--- src/sv/uee_pkg.sv ---
// Package for the backslash-u escape decoder.
// Holds the character constants, queue sizes, result word type and hex helpers.
// No dependencies.
package uee_pkg;

  // Lookahead window: backslash, 'u' and four hex digits
  localparam int LA_DEPTH   = 6;
  localparam int KEEP_DEPTH = LA_DEPTH - 1;
  // Result queue: room for one full burst on top of words still waiting
  localparam int Q_DEPTH    = 12;

  localparam logic [7:0] CHAR_BSLASH = 8'h5C;
  localparam logic [7:0] CHAR_U      = 8'h75;
  localparam logic [7:0] ESC_LIMIT   = 8'hFF;

  typedef logic [2:0] la_cnt_t;
  typedef logic [3:0] q_cnt_t;

  typedef struct packed {
    logic [7:0] data;
    logic       last;
    logic       err;
  } res_word_t;

  // True for 0-9, A-F, a-f
  function automatic logic is_hex(input logic [7:0] c);
    return (c inside {[8'h30:8'h39], [8'h41:8'h46], [8'h61:8'h66]});
  endfunction

  // Nibble value of a hex digit; zero for anything else
  function automatic logic [3:0] hex_nib(input logic [7:0] c);
    logic [3:0] v;
    v = 4'd0;
    if (c inside {[8'h30:8'h39]}) begin
      v = c[3:0];
    end else if (c inside {[8'h41:8'h46], [8'h61:8'h66]}) begin
      v = c[3:0] + 4'd9;
    end
    return v;
  endfunction

endpackage

--- src/sv/unicode_escape_unescaper.sv ---
// Backslash-u escape decoder, top level.
// Uses uee_pkg for constants, the result word type and hex helpers.
//
// Takes one string byte per cycle and returns the unescaped bytes. A word is
// registered on entry, decoded in one pass against the held lookahead bytes,
// and its zero to six results are written into a twelve-word queue that
// drives the output port one word per cycle while m_tready is high. A byte
// is taken every cycle while at least six queue slots are free; a burst (six
// words for an escape of value 255 or more, up to five for a flush) can hold
// the input back until the queue drains. Each byte is held in the input
// register, then its results in the queue. After a bad escape one word
// with parse_error set closes the string and later bytes up to the last are dropped.
module unicode_escape_unescaper (
  input  logic       clk,
  input  logic       rst,
  // slave side
  input  logic       s_tvalid,
  output logic       s_tready,
  input  logic [7:0] s_tdata,   // [7:0] in_byte
  input  logic       s_tlast,   // string_last
  // master side
  output logic       m_tvalid,
  input  logic       m_tready,
  output logic [7:0] m_tdata,   // [7:0] out_byte
  output logic       m_tlast,   // string_end
  output logic       m_tuser    // [0] parse_error
);

  // Input register
  logic       in_valid;
  logic [7:0] in_byte;
  logic       in_last;

  // Decoder state
  logic [7:0]       la_buf [uee_pkg::KEEP_DEPTH];
  uee_pkg::la_cnt_t la_cnt;
  logic             swallow;
  uee_pkg::la_cnt_t la_cnt_next;
  logic             swallow_next;

  // Result queue
  uee_pkg::res_word_t q [uee_pkg::Q_DEPTH];
  uee_pkg::res_word_t q_next [uee_pkg::Q_DEPTH];
  uee_pkg::q_cnt_t    q_count;
  uee_pkg::q_cnt_t    q_count_next;
  uee_pkg::q_cnt_t    base;

  // Decode pass
  logic [7:0]         full [uee_pkg::LA_DEPTH];
  logic               hex_ok;
  logic [15:0]        hex_val;
  logic               dec_ok;
  uee_pkg::la_cnt_t   res_n;
  logic               res_dec;
  logic               res_err;
  uee_pkg::res_word_t res [uee_pkg::LA_DEPTH];

  logic room;
  logic proc;
  logic pop;

  assign room     = (q_count <= uee_pkg::q_cnt_t'(uee_pkg::Q_DEPTH - uee_pkg::LA_DEPTH));
  assign proc     = in_valid && room;
  assign pop      = m_tvalid && m_tready;
  assign s_tready = !in_valid || room;

  assign m_tvalid = (q_count != '0);
  assign m_tdata  = q[0].data;
  assign m_tlast  = q[0].last;
  assign m_tuser  = q[0].err;

  // Hold the incoming word until the queue has room for its results
  always_ff @(posedge clk) begin
    if (rst) begin
      in_valid <= 1'b0;
    end else if (s_tvalid && s_tready) begin
      in_valid <= 1'b1;
    end else if (proc) begin
      in_valid <= 1'b0;
    end
  end

  always_ff @(posedge clk) begin
    if (s_tvalid && s_tready) begin
      in_byte <= s_tdata;
      in_last <= s_tlast;
    end
  end

  // Window of held bytes with the new byte appended at position la_cnt
  always_comb begin
    for (int i = 0; i < uee_pkg::KEEP_DEPTH; i++) begin
      full[i] = (uee_pkg::la_cnt_t'(i) == la_cnt) ? in_byte : la_buf[i];
    end
    full[uee_pkg::LA_DEPTH - 1] = in_byte;
  end

  // Check the four digits after backslash-u
  always_comb begin
    hex_ok  = 1'b1;
    hex_val = '0;
    for (int i = 2; i < uee_pkg::LA_DEPTH; i++) begin
      hex_ok  = hex_ok && uee_pkg::is_hex(full[i]);
      hex_val = {hex_val[11:0], uee_pkg::hex_nib(full[i])};
    end
    dec_ok = hex_ok && (hex_val[15:8] == 8'h00) && (hex_val[7:0] != uee_pkg::ESC_LIMIT);
  end

  // Decide how many bytes leave the window and what is kept
  always_comb begin
    res_n        = '0;
    res_dec      = 1'b0;
    res_err      = 1'b0;
    la_cnt_next  = la_cnt;
    swallow_next = swallow;
    if (swallow) begin
      if (in_last) begin
        swallow_next = 1'b0;
      end
    end else if (la_cnt == uee_pkg::la_cnt_t'(uee_pkg::KEEP_DEPTH)) begin
      la_cnt_next = '0;
      if (!hex_ok) begin
        res_n        = 3'd1;
        res_err      = 1'b1;
        swallow_next = !in_last;
      end else if (dec_ok) begin
        res_n   = 3'd1;
        res_dec = 1'b1;
      end else begin
        res_n = uee_pkg::la_cnt_t'(uee_pkg::LA_DEPTH);
      end
    end else if (in_last) begin
      // flush everything raw
      res_n       = la_cnt + 3'd1;
      la_cnt_next = '0;
    end else begin
      case (la_cnt)
        3'd0: begin
          if (in_byte == uee_pkg::CHAR_BSLASH) begin
            la_cnt_next = 3'd1;
          end else begin
            res_n = 3'd1;
          end
        end
        3'd1: begin
          if (in_byte == uee_pkg::CHAR_U) begin
            la_cnt_next = 3'd2;
          end else begin
            // backslash pair or lone backslash: both bytes pass
            res_n       = 3'd2;
            la_cnt_next = '0;
          end
        end
        default: begin
          la_cnt_next = la_cnt + 3'd1;
        end
      endcase
    end
  end

  // Build the result words
  always_comb begin
    for (int j = 0; j < uee_pkg::LA_DEPTH; j++) begin
      if (res_err) begin
        res[j].data = 8'h00;
        res[j].last = 1'b1;
      end else begin
        res[j].data = res_dec ? hex_val[7:0] : full[j];
        res[j].last = in_last && (uee_pkg::la_cnt_t'(j) == res_n - 3'd1);
      end
      res[j].err = res_err;
    end
  end

  // Advance the decoder state
  always_ff @(posedge clk) begin
    if (rst) begin
      la_cnt  <= '0;
      swallow <= 1'b0;
    end else if (proc) begin
      la_cnt  <= la_cnt_next;
      swallow <= swallow_next;
    end
  end

  always_ff @(posedge clk) begin
    if (proc) begin
      for (int i = 0; i < uee_pkg::KEEP_DEPTH; i++) begin
        la_buf[i] <= full[i];
      end
    end
  end

  // Pop the head word, then append the new results behind what remains
  always_comb begin
    logic [3:0] j;
    base = q_count - uee_pkg::q_cnt_t'(pop);
    for (int i = 0; i < uee_pkg::Q_DEPTH; i++) begin
      if (pop && (i + 1 < uee_pkg::Q_DEPTH)) begin
        q_next[i] = q[(i + 1) % uee_pkg::Q_DEPTH];
      end else begin
        q_next[i] = q[i];
      end
      j = uee_pkg::q_cnt_t'(i) - base;
      if (proc && (uee_pkg::q_cnt_t'(i) >= base) && (j < {1'b0, res_n})) begin
        q_next[i] = res[j[2:0]];
      end
    end
    q_count_next = base + (proc ? {1'b0, res_n} : 4'd0);
  end

  always_ff @(posedge clk) begin
    if (rst) begin
      q_count <= '0;
    end else begin
      q_count <= q_count_next;
    end
  end

  always_ff @(posedge clk) begin
    for (int i = 0; i < uee_pkg::Q_DEPTH; i++) begin
      q[i] <= q_next[i];
    end
  end

endmodule

--- config.mk ---
export PLATFORM = sky130hd
export DESIGN_NAME = unicode_escape_unescaper
export DESIGN_NICKNAME = d
export VERILOG_FILES = /design/src/sv/uee_pkg.sv /design/src/sv/unicode_escape_unescaper.sv
export SDC_FILE = /design/constraint.sdc
export NUM_CORES = 1
export LEC_CHECK = 0
export BUFFER_PORTS_ARGS = -buffer_cell sky130_fd_sc_hd__buf_2
export CAP_MARGIN = 10
export CORE_MARGIN = 2
export CORE_UTILIZATION = 55
export CTS_BUF_LIST = sky130_fd_sc_hd__clkbuf_8
export CTS_CLUSTER_SIZE = 25
export DETAILED_ROUTE_END_ITERATION = 10
export PLACE_DENSITY = 0.77
export SLEW_MARGIN = 5
export SYNTH_ARGS = -nofsm -noshare
export SYNTH_HDL_FRONTEND = slang
export SYNTH_SLANG_ARGS = --single-unit
--- constraint.sdc ---
create_clock -name clk -period 8.49 [get_ports clk]
set_input_delay 1.698 -clock clk [delete_from_list [all_inputs] [get_ports clk]]
set_output_delay 1.698 -clock clk [all_outputs]
set_load 0.02 [all_outputs]
==> results.sh, run 1 <==
export IMPL_rsz0062_at_grt="no"
export IMPL_detail_route_antenna_nets=0
export IMPL_grt_pass1_wl_mm=54.2
export IMPL_period_minus_slack_ps=7120
export IMPL_die_area_um2=23300
export IMPL_cp_required_ps=8840
export IMPL_final_net_count=1239
export IMPL_finalCritPeriodShare_pct=83.8
export IMPL_synth_flop_cell="edfxtp_1"
export IMPL_cts_setup_buffers=0
export IMPL_cts_buffer_depth=2
export IMPL_gp_congestion=1.03
export IMPL_cp_start_kind="flop"
export IMPL_ys_ff_latch=178
export IMPL_fmax_ghz=0.141
export IMPL_clock_latency_ps=490
export IMPL_holdPathStages=1
export IMPL_yosys_cell_types_count=91
export IMPL_die_y_um=152
export IMPL_antenna_found_initial=0
export IMPL_diodes=0
export IMPL_cts_sinks=178
export IMPL_cts_resized=0
export IMPL_path_clk_slew_ps=110
export IMPL_grt_max_degree=77
export IMPL_skew_ps=16.0
export IMPL_hold_path_endpoint="q[0][25]$_DFFE_PP_"
export IMPL_crit_type="flop to flop"
export IMPL_final_common_cell="edfxtp_1"
export IMPL_synth_edf_count=169
export IMPL_placed_area_um2=12300
export IMPL_hp_class="flop to flop"
export IMPL_grt_overflow=0
export IMPL_grt_usage_pct=30.0
export IMPL_final_cell_area_um2=12700
export IMPL_io_buffers=24
export IMPL_wire_per_inst_um=23.7
export IMPL_slew_headroom_pct=26.8
export IMPL_whs_ps=544
export IMPL_finalHoldViolations=0
export IMPL_synth_warnings=0
export IMPL_drt_iter0_markers=1402
export IMPL_critPathArrivalTime_ps=7470
export IMPL_synth_cells=1212
export IMPL_syn_area_um2=12100
export IMPL_route_vias_total=9967
export IMPL_wl_mm=34.9
export IMPL_cp_max_fo=20
export IMPL_status="finished, final reports clean"
export IMPL_holdBufCountCts=0
export IMPL_setup_violations=0
export IMPL_grt_pass1_vias=9341
export IMPL_maxCapViolations=0
export IMPL_ys_seq_area_share_pct=43.3
export IMPL_dp_hpwl_mm=25.6
export IMPL_async_flop_share_pct=0
export IMPL_area_growth_pct=5.13
export IMPL_via_per_inst=6.77
export IMPL_initial_core_util_pct=55.7
export IMPL_synth_area_per_cell_um2=10.0
export IMPL_r2r_cells=18
export IMPL_r2r_start="la_cnt[1]$_SDFFE_PP0P_"
export IMPL_nFillCells=1823
export IMPL_final_cell_mix="169 x edfxtp_1, 111 x nand2_1, 107 x nor2_1"
export IMPL_fin_setup_tns_ps=0
export IMPL_drc=0
export IMPL_tightest_slew_ps=1080
export IMPL_dr_pass1_iters=6
export IMPL_r2r_end="q[1][22]$_DFFE_PP_"
export IMPL_num_rows=54
export IMPL_r2r_slack_ps=1370
export IMPL_ioPinCount=25
export IMPL_drive_gt1_share_pct=14.1
export IMPL_cts_tree="done"
export IMPL_htreeDepth=4
export IMPL_syn_nets=1271
export IMPL_core_area_um2=21800
export IMPL_cts_buffers=17
export IMPL_min_from="q[0][35]$_DFFE_PP_"
export IMPL_die_width_um=152
export IMPL_endpoint_kind="flop"
export IMPL_root_buffer="clkbuf_8"
export IMPL_finalMaxSlewViolations=0
[through the flow]
step | utilization (%) | setup WS [ps] | std cells
6_report | 58.6 | 1370 | 1473
5_1_grt | 58.6 | 934 | 1473
4_1_cts | 58.6 | 1390 | 1473
3_5_place_dp | 56.7 | 1480 | 1441
3_3_place_gp | 56.7 | 1630 | 1441
2_1_floorplan | - | 2080 | 1212
[worst max path at each step]
stage | startpoint | endpoint | slack, ps | depth (start not counted)
final | la_cnt[1]$_SDFFE_PP0P_ | q[1][22]$_DFFE_PP_ | 1370 | 18
after global routing | la_cnt[1]$_SDFFE_PP0P_ | q[0][27]$_DFFE_PP_ | 930 | 18
after CTS | la_cnt[1]$_SDFFE_PP0P_ | q[0][39]$_DFFE_PP_ | 1390 | 17
after detailed placement | la_cnt[1]$_SDFFE_PP0P_ | q[0][36]$_DFFE_PP_ | 1480 | 17
after global placement | la_cnt[1]$_SDFFE_PP0P_ | q[0][39]$_DFFE_PP_ | 1630 | 17
after floorplan | m_tready | q[0][0]$_DFFE_PP_ | 2080 | 19
[state kept, by name (all words and copies together), names as in the netlist, named ones only]
register  cells
la_cnt        3
q           120
in_byte       8
in_valid      1
swallow       1
in_last       1
q_count       4
la_buf       38
[per-layer routing]
layer  track usage [%]  vias up  part of all wire (%)
met2              48.0      593                    46
met5                 0        -                     0
met3              6.09       89                   9.3
met4              11.1        0                   3.7
met1              40.7     4819                    41
li1                  -     4466                     -
[area by class of cell]
class                      count  area [um2]  share of cell area [%]
clock inverter                15         159                    1.25
multi-input combinational    874        6250                    49.0
tap                          280         350                    2.75
inverter                      68         255                    2.00
sequential                   178        5260                    41.2
timing repair buffer          41         248                    1.94
clock buffer                  17         234                    1.84
[synth_stat cells (6+ instances only)]
library cell | count | area share (%)
ha_1 | 45 | 4.6
nand2b_1 | 19 | 0.98
edfxtp_1 | 169 | 42
nand3_1 | 21 | 0.87
nand2_1 | 111 | 3.4
a21oi_1 | 80 | 3.3
xnor2_1 | 9 | 0.65
buf_1 | 7 | 0.22
inv_1 | 65 | 2.0
a31oi_1 | 7 | 0.36
mux2_1 | 26 | 2.4
a211oi_1 | 10 | 0.62
buf_4 | 9 | 0.56
o21a_1 | 11 | 0.68
a21o_1 | 9 | 0.56
or3_1 | 6 | 0.31
mux2_2 | 59 | 5.5
dfxtp_1 | 9 | 1.5
mux4_2 | 6 | 1.1
and2_1 | 7 | 0.36
o22ai_1 | 17 | 0.88
o21ai_0 | 43 | 1.8
o21ai_1 | 18 | 0.74
o31a_1 | 6 | 0.43
mux2i_1 | 58 | 4.8
buf_2 | 15 | 0.62
o211ai_1 | 9 | 0.56
clkbuf_1 | 57 | 1.8
xor2_1 | 7 | 0.51
nor4_1 | 9 | 0.46
nor2_1 | 107 | 3.3
nor2b_1 | 8 | 0.41
o31ai_1 | 8 | 0.50
nor3_1 | 25 | 1.0
a22oi_1 | 12 | 0.74
and3_1 | 8 | 0.41
[cells by family (layout without fill, tap and decap cells)]
logic type               after synthesis  after routing  synth area share (%)
AO/OA/AOI/OAI                        308            308                  17.1
XOR/XNOR                              16             16                  1.16
adder cells (fa/ha/maj)               46             46                  4.81
buffers and inverters                160            141                  5.63
flip-flops                           178            178                  43.3
multiplexers                         151            151                  14.0
AND/OR/NAND/NOR                      353            353                  13.9
[critical path, cell delays in order (launching register included)]
cell       delay [ps]
dfxtp_1           480
inv_1             100
ha_1              290
nand2_1           530
mux2i_1           520
ha_1              250
nor2_1             60
a211oi_1          330
o21ai_1           220
and2_1            270
or4_4             600
a2bb2oi_2         370
nand2_1           370
ha_1              330
or4_1             560
or3_1             320
o221a_2           430
a2111oi_0         750
a21o_1            150
Power of run 1 is left out: the tool's default activity adds up to more than one toggle a clock period on the data nets, which glitch-free logic cannot reach.
==> run 2, diff against run 1 <==
Settings changed: ABC_AREA set to 1.
Clock period 8.49 ns to 7.3 ns, I/O delays scaled along.
==> run 2 against run 1 <==
Hold slack lost 28 ps. Die area is 0.11% lower. Register-to-register slack got worse by 20 ps. Cell area is 0.45% lower. Critical path depth grew 10. Cell count increased by 26%. Flip-flop and latch count unchanged.
==> results.sh, run 2 <==
export IMPL_worst_slack_ps=1350
export IMPL_drc=0
export IMPL_wl_mm=41.8
export IMPL_ioPinCount=25
export IMPL_status="finished, final reports clean"
export IMPL_largest_reg_flops=120
export IMPL_syn_area_um2=12100
export IMPL_finalMaxSlewViolations=0
export IMPL_grt_pass1_wl_mm=61.9
export IMPL_slew_headroom_pct=32.8
export IMPL_hold_path_endpoint="in_valid$_SDFFE_PP0P_"
export IMPL_dp_slack_ps=1140
export IMPL_synth_flop_cell="edfxtp_1"
export IMPL_final_cell_mix="550 x nand2_1, 306 x nand3_1, 169 x edfxtp_1"
export IMPL_skew_ps=19.5
export IMPL_rsz0062_at_grt="no"
export IMPL_r2r_cells=28
export IMPL_crit_type="flop to flop"
export IMPL_core_area_um2=21700
export IMPL_dr_pass1_iters=6
export IMPL_syn_nets=1635
export IMPL_via_per_inst=6.05
export IMPL_gp_congestion=1.08
export IMPL_reg_largest_list="q x120, la_buf x38, in_byte x8"
export IMPL_io_buffers=24
export IMPL_tightest_slew_ps=1010
export IMPL_clock_latency_ps=490
export IMPL_synth_cells=1576
export IMPL_diodes=0
export IMPL_synth_area_per_cell_um2=7.69
export IMPL_wire_per_inst_um=22.6
export IMPL_r2r_slack_ps=1350
export IMPL_htreeDepth=4
export IMPL_drt_iter0_markers=1574
export IMPL_hp_class="flop to flop"
export IMPL_critPathArrivalTime_ps=6080
export IMPL_detail_route_antenna_nets=0
export IMPL_finalHoldViolations=0
export IMPL_initial_core_util_pct=55.8
export IMPL_yosys_top_cells_area="edfxtp_1 42%, nand2_1 17%, nand3_1 13%"
export IMPL_fmax_ghz=0.168
export IMPL_min_from="in_valid$_SDFFE_PP0P_"
export IMPL_ys_ff_latch=178
export IMPL_root_buffer="clkbuf_8"
export IMPL_die_y_um=152
export IMPL_cp_required_ps=7430
export IMPL_max_flop_register="q"
export IMPL_die_area_um2=23200
export IMPL_finalCritPeriodShare_pct=81.5
export IMPL_route_vias_total=11199
export IMPL_drive_gt1_share_pct=11.5
export IMPL_synth_common_cells="550 x nand2_1, 306 x nand3_1, 169 x edfxtp_1"
export IMPL_synth_edf_count=169
export IMPL_r2r_start="la_cnt[0]$_SDFFE_PP0P_"
export IMPL_r2r_end="q[2][28]$_DFFE_PP_"
export IMPL_cts_tree="done"
export IMPL_fin_setup_tns_ps=0
export IMPL_dp_hpwl_mm=32.7
export IMPL_path_clk_slew_ps=110
export IMPL_max_stage_delay_ps=490
export IMPL_cts_setup_buffers=0
export IMPL_yosys_cell_types_count=47
export IMPL_period_minus_slack_ps=5950
export IMPL_num_rows=54
export IMPL_ys_seq_area_share_pct=43.4
export IMPL_cp_start_kind="flop"
export IMPL_maxCapViolations=0
export IMPL_cts_buffer_depth=2
export IMPL_cts_resized=0
export IMPL_critPathMostFrequentCell="nand2_1"
export IMPL_final_net_count=1617
export IMPL_grt_overflow=0
export IMPL_synth_top_area_share_pct=41.9
export IMPL_area_growth_pct=4.77
export IMPL_slowest_stage="ha_1"
export IMPL_final_common_cell="nand2_1"
export IMPL_die_width_um=152
export IMPL_grt_usage_pct=36.1
export IMPL_cts_buffers=17
export IMPL_synth_most_common_cell="nand2_1"
export IMPL_grt_pass1_vias=10028
export IMPL_cts_sinks=178
export IMPL_holdPathStages=2
export IMPL_cp_max_fo=15
export IMPL_grt_max_degree=64
export IMPL_antenna_found_initial=0
export IMPL_endpoint_kind="flop"
export IMPL_holdBufCountCts=0
export IMPL_synth_warnings=0
export IMPL_setup_violations=0
export IMPL_async_flop_share_pct=0
export IMPL_post_synth_top_area_cell="edfxtp_1"
run 2: cell count changes in the layout (fill, tap and decap cells not counted), moves of 26 or more:
cell and delta:
a21oi_1 -54, mux2_1 -26, inv_1 +43, nor2_1 -50
nand2_1 +439, mux2i_1 -56, mux2_2 -59, o21ai_2 +41
nand3_1 +285
run 2: final cells by class:
type | instances | area (um2)
sequential | 178 | 5260
clock buffer | 17 | 234
inverter | 129 | 494
fill | 2033 | 9000
clock inverter | 15 | 160
multi-input combinational | 1192 | 5960
timing repair buffer | 40 | 240
tap | 280 | 350
run 2: worst max path at each step:
stage,slack [ps],start,endpoint
CTS,1470,la_cnt[0]$_SDFFE_PP0P_,q[2][29]$_DFFE_PP_
detailed placement,1140,m_tready,q[1][12]$_DFFE_PP_
finish,1350,la_cnt[0]$_SDFFE_PP0P_,q[2][28]$_DFFE_PP_
global placement,1270,m_tready,q[1][15]$_DFFE_PP_
floorplan,1960,m_tready,q[1][20]$_DFFE_PP_
global route,750,la_cnt[1]$_SDFFE_PP0P_,q[2][28]$_DFFE_PP_
run 2: logic make-up (layout without fill, tap and decap cells):
kind of cell / count (synthesis) / in the layout / synth area share, %
mux: 2 / 2 / 0.165
flops: 178 / 178 / 43.4
simple gates: 989 / 989 / 35.8
compound gates: 148 / 148 / 7.89
fa+ha+maj: 46 / 46 / 4.81
buf+inv: 206 / 201 / 7.46
xor+xnor: 7 / 7 / 0.506
run 2: per-stage QoR:
step / instances / utilization, % / area [um2] / hold WS, ps
after floorplan: 1576 / - / 12100 / 421
after global placement: 1819 / 56.7 / 12300 / 481
after detailed placement: 1819 / 56.7 / 12300 / 493
after CTS: 1851 / 58.5 / 12700 / 510
after global routing: 1851 / 58.5 / 12700 / 536
final: 1851 / 58.5 / 12700 / 516
run 2: critical path, delay by kind of cell (launching register included):
kind	cells	cell delay, ps
AOI/OAI and AO/OA	1	430
buffers and inverters	5	780
and+or+nand+nor	19	3000
adders and majority gates	3	1000
DFF	1	340
run 2: metal layers:
layer	part of all wire, %	vias up	GRT usage [%]	routed length (um)
met3	13	100	10.8	5270
met4	4.5	0	15.0	1890
met5	0	-	0	0
met1	41	5180	51.4	17300
li1	-	5239	-	-
met2	41	680	51.3	17300
Power of run 2 is left out for the same reason.
==> run 3, diff against run 2 <==
Clock period 7.3 ns to 5.58 ns, I/O delays scaled along.
==> run 3 against run 2 <==
Utilization grew 0.94 points. Register-to-register slack got worse by 930 ps. Flip-flop and latch count is the same. Critical path depth shrank 5. Cell area rose by 1.6%. Maximum frequency is 15% higher. Global-route usage down 1.2 points. Worst setup slack worse by 930 ps. Clock skew decreased by 0.62 ps. Die area unchanged. Critical path type unchanged.
==> results.sh, run 3 (synthesis gave the netlist of run 2 again) <==
export IMPL_status="finished, final reports clean"
export IMPL_finalHoldViolations=0
export IMPL_drt_iter0_markers=1525
export IMPL_final_cell_mix="548 x nand2_1, 306 x nand3_1, 169 x edfxtp_1"
export IMPL_root_buffer="clkbuf_8"
export IMPL_finalMaxSlewViolations=0
export IMPL_drive_gt1_share_pct=12.6
export IMPL_max_stage_delay_ps=450
export IMPL_grt_pass1_vias=10479
export IMPL_area_growth_pct=6.46
export IMPL_cp_cell_sequence="inv_1, ha_1, nand2_4, o21ai_2, inv_1, ha_1, inv_1, nand2_1, nand3_1, nand2_1, nand3_2, nand2_1, nand2_1, nand2_1, nor2_1, nand3_1, nand2_2, nand4_1, buf_4, ha_1, nor4_1, nand2_2, nand2_1"
export IMPL_path_clk_slew_ps=120
export IMPL_max_flop_register="q"
export IMPL_largest_reg_flops=120
export IMPL_hp_class="flop to flop"
export IMPL_drc=0
export IMPL_skew_ps=18.9
export IMPL_route_vias_total=11410
export IMPL_slew_headroom_pct=32.6
export IMPL_holdBufCountCts=0
export IMPL_detail_route_antenna_nets=0
export IMPL_cts_buffers=17
export IMPL_grt_max_degree=56
export IMPL_r2r_end="q[1][1]$_DFFE_PP_"
export IMPL_r2r_cells=23
export IMPL_cts_sinks=178
export IMPL_core_area_um2=21700
export IMPL_clock_latency_ps=510
export IMPL_critPathArrivalTime_ps=5310
export IMPL_die_area_um2=23200
export IMPL_crit_type="flop to flop"
export IMPL_grt_pass1_wl_mm=61.3
export IMPL_diodes=0
export IMPL_slowest_stage="nand2_1"
export IMPL_period_minus_slack_ps=5160
export IMPL_reg_largest_list="q x120, la_buf x38, in_byte x8"
export IMPL_cp_start_kind="flop"
export IMPL_ioPinCount=25
export IMPL_cts_buffer_depth=2
export IMPL_final_common_cell="nand2_1"
export IMPL_num_rows=54
export IMPL_fin_setup_tns_ps=0
export IMPL_dp_hpwl_mm=30.6
export IMPL_grt_overflow=0
export IMPL_wl_mm=40.1
export IMPL_via_per_inst=6.11
export IMPL_grt_usage_pct=34.8
export IMPL_r2r_start="la_cnt[0]$_SDFFE_PP0P_"
export IMPL_antenna_found_initial=1
export IMPL_holdPathStages=2
export IMPL_cts_setup_buffers=0
export IMPL_critPathMostFrequentCell="nand2_1"
export IMPL_path_delay_family="simple AND/OR/NAND/NOR gates"
export IMPL_gp_congestion=1.09
export IMPL_wire_per_inst_um=21.5
export IMPL_rsz0062_at_grt="no"
export IMPL_crit_end="q[1][1]$_DFFE_PP_"
export IMPL_maxCapViolations=0
export IMPL_die_width_um=152
export IMPL_crit_buf_inv=4
export IMPL_io_buffers=24
export IMPL_cp_depth=23
export IMPL_r2r_slack_ps=420
export IMPL_dr_pass1_iters=8
export IMPL_endpoint_kind="flop"
export IMPL_cp_required_ps=5730
export IMPL_cp_max_fo=15
export IMPL_setup_violations=0
export IMPL_final_net_count=1634
export IMPL_fmax_ghz=0.194
export IMPL_cts_tree="done"
export IMPL_initial_core_util_pct=55.8
export IMPL_cts_resized=0
export IMPL_finalCritPeriodShare_pct=92.5
export IMPL_cp_startpoint="la_cnt[0]$_SDFFE_PP0P_"
export IMPL_die_y_um=152
export IMPL_tightest_slew_ps=1010
export IMPL_htreeDepth=4
==> run 3: changes by cell type in the layout (fill, tap and decap cells not counted), sizes merged <==
cell	change
buf	+17
clkinv	+4
clkinvlp	-1
bufinv	+2
inv	-5
==> run 3: how the worst min path moves through the flow <==
stage,startpoint,to,slack (ps)
final,q[1][23]$_DFFE_PP_,q[1][13]$_DFFE_PP_,510
after global routing,q[2][25]$_DFFE_PP_,q[2][15]$_DFFE_PP_,540
after CTS,q[1][23]$_DFFE_PP_,q[1][13]$_DFFE_PP_,520
after detailed placement,q[0][30]$_DFFE_PP_,q[0][20]$_DFFE_PP_,500
after global placement,in_valid$_SDFFE_PP0P_,in_valid$_SDFFE_PP0P_,490
after floorplan,in_byte[3]$_DFFE_PP_,flop,420
==> run 3: layout make-up <==
cell class,instances,area (um2)
inverters,129,494
repair buffers,57,368
clock buffers,17,234
clock inverters,15,231
well taps,280,350
flip-flops and latches,178,5260
multi-input cells,1192,5960
fillers,1961,8790
==> run 3: tightest hold or removal path: stages, from the launching register on <==
cell,delay [ps]
edfxtp_1,330
nand2_1,50
nand2_1,50
==> run 3: metrics by stage <==
step                hold slack (ps)  instances  instance area (um2)  util (%)  setup slack (ps)
finish                          509       1868                12900      59.4               419
floorplan                       421       1576                12100         -               587
CTS                             517       1868                12900      59.4               514
global placement                486       1836                12400      57.3               718
global route                    545       1868                12900      59.4              6.91
detailed placement              505       1836                12400      57.3               565
==> run 3: layer usage <==
layer / wire (um) / part of all wire [%] / vias up / GRT usage (%)
li1: - / - / 5284 / -
met1: 16200 / 40 / 5252 / 49.4
met2: 17300 / 43 / 760 / 52.0
met3: 5010 / 12 / 112 / 7.68
met4: 1630 / 4.1 / 2 / 14.2
met5: 13 / 0.032 / - / 0
Power of run 3 is left out for the same reason.
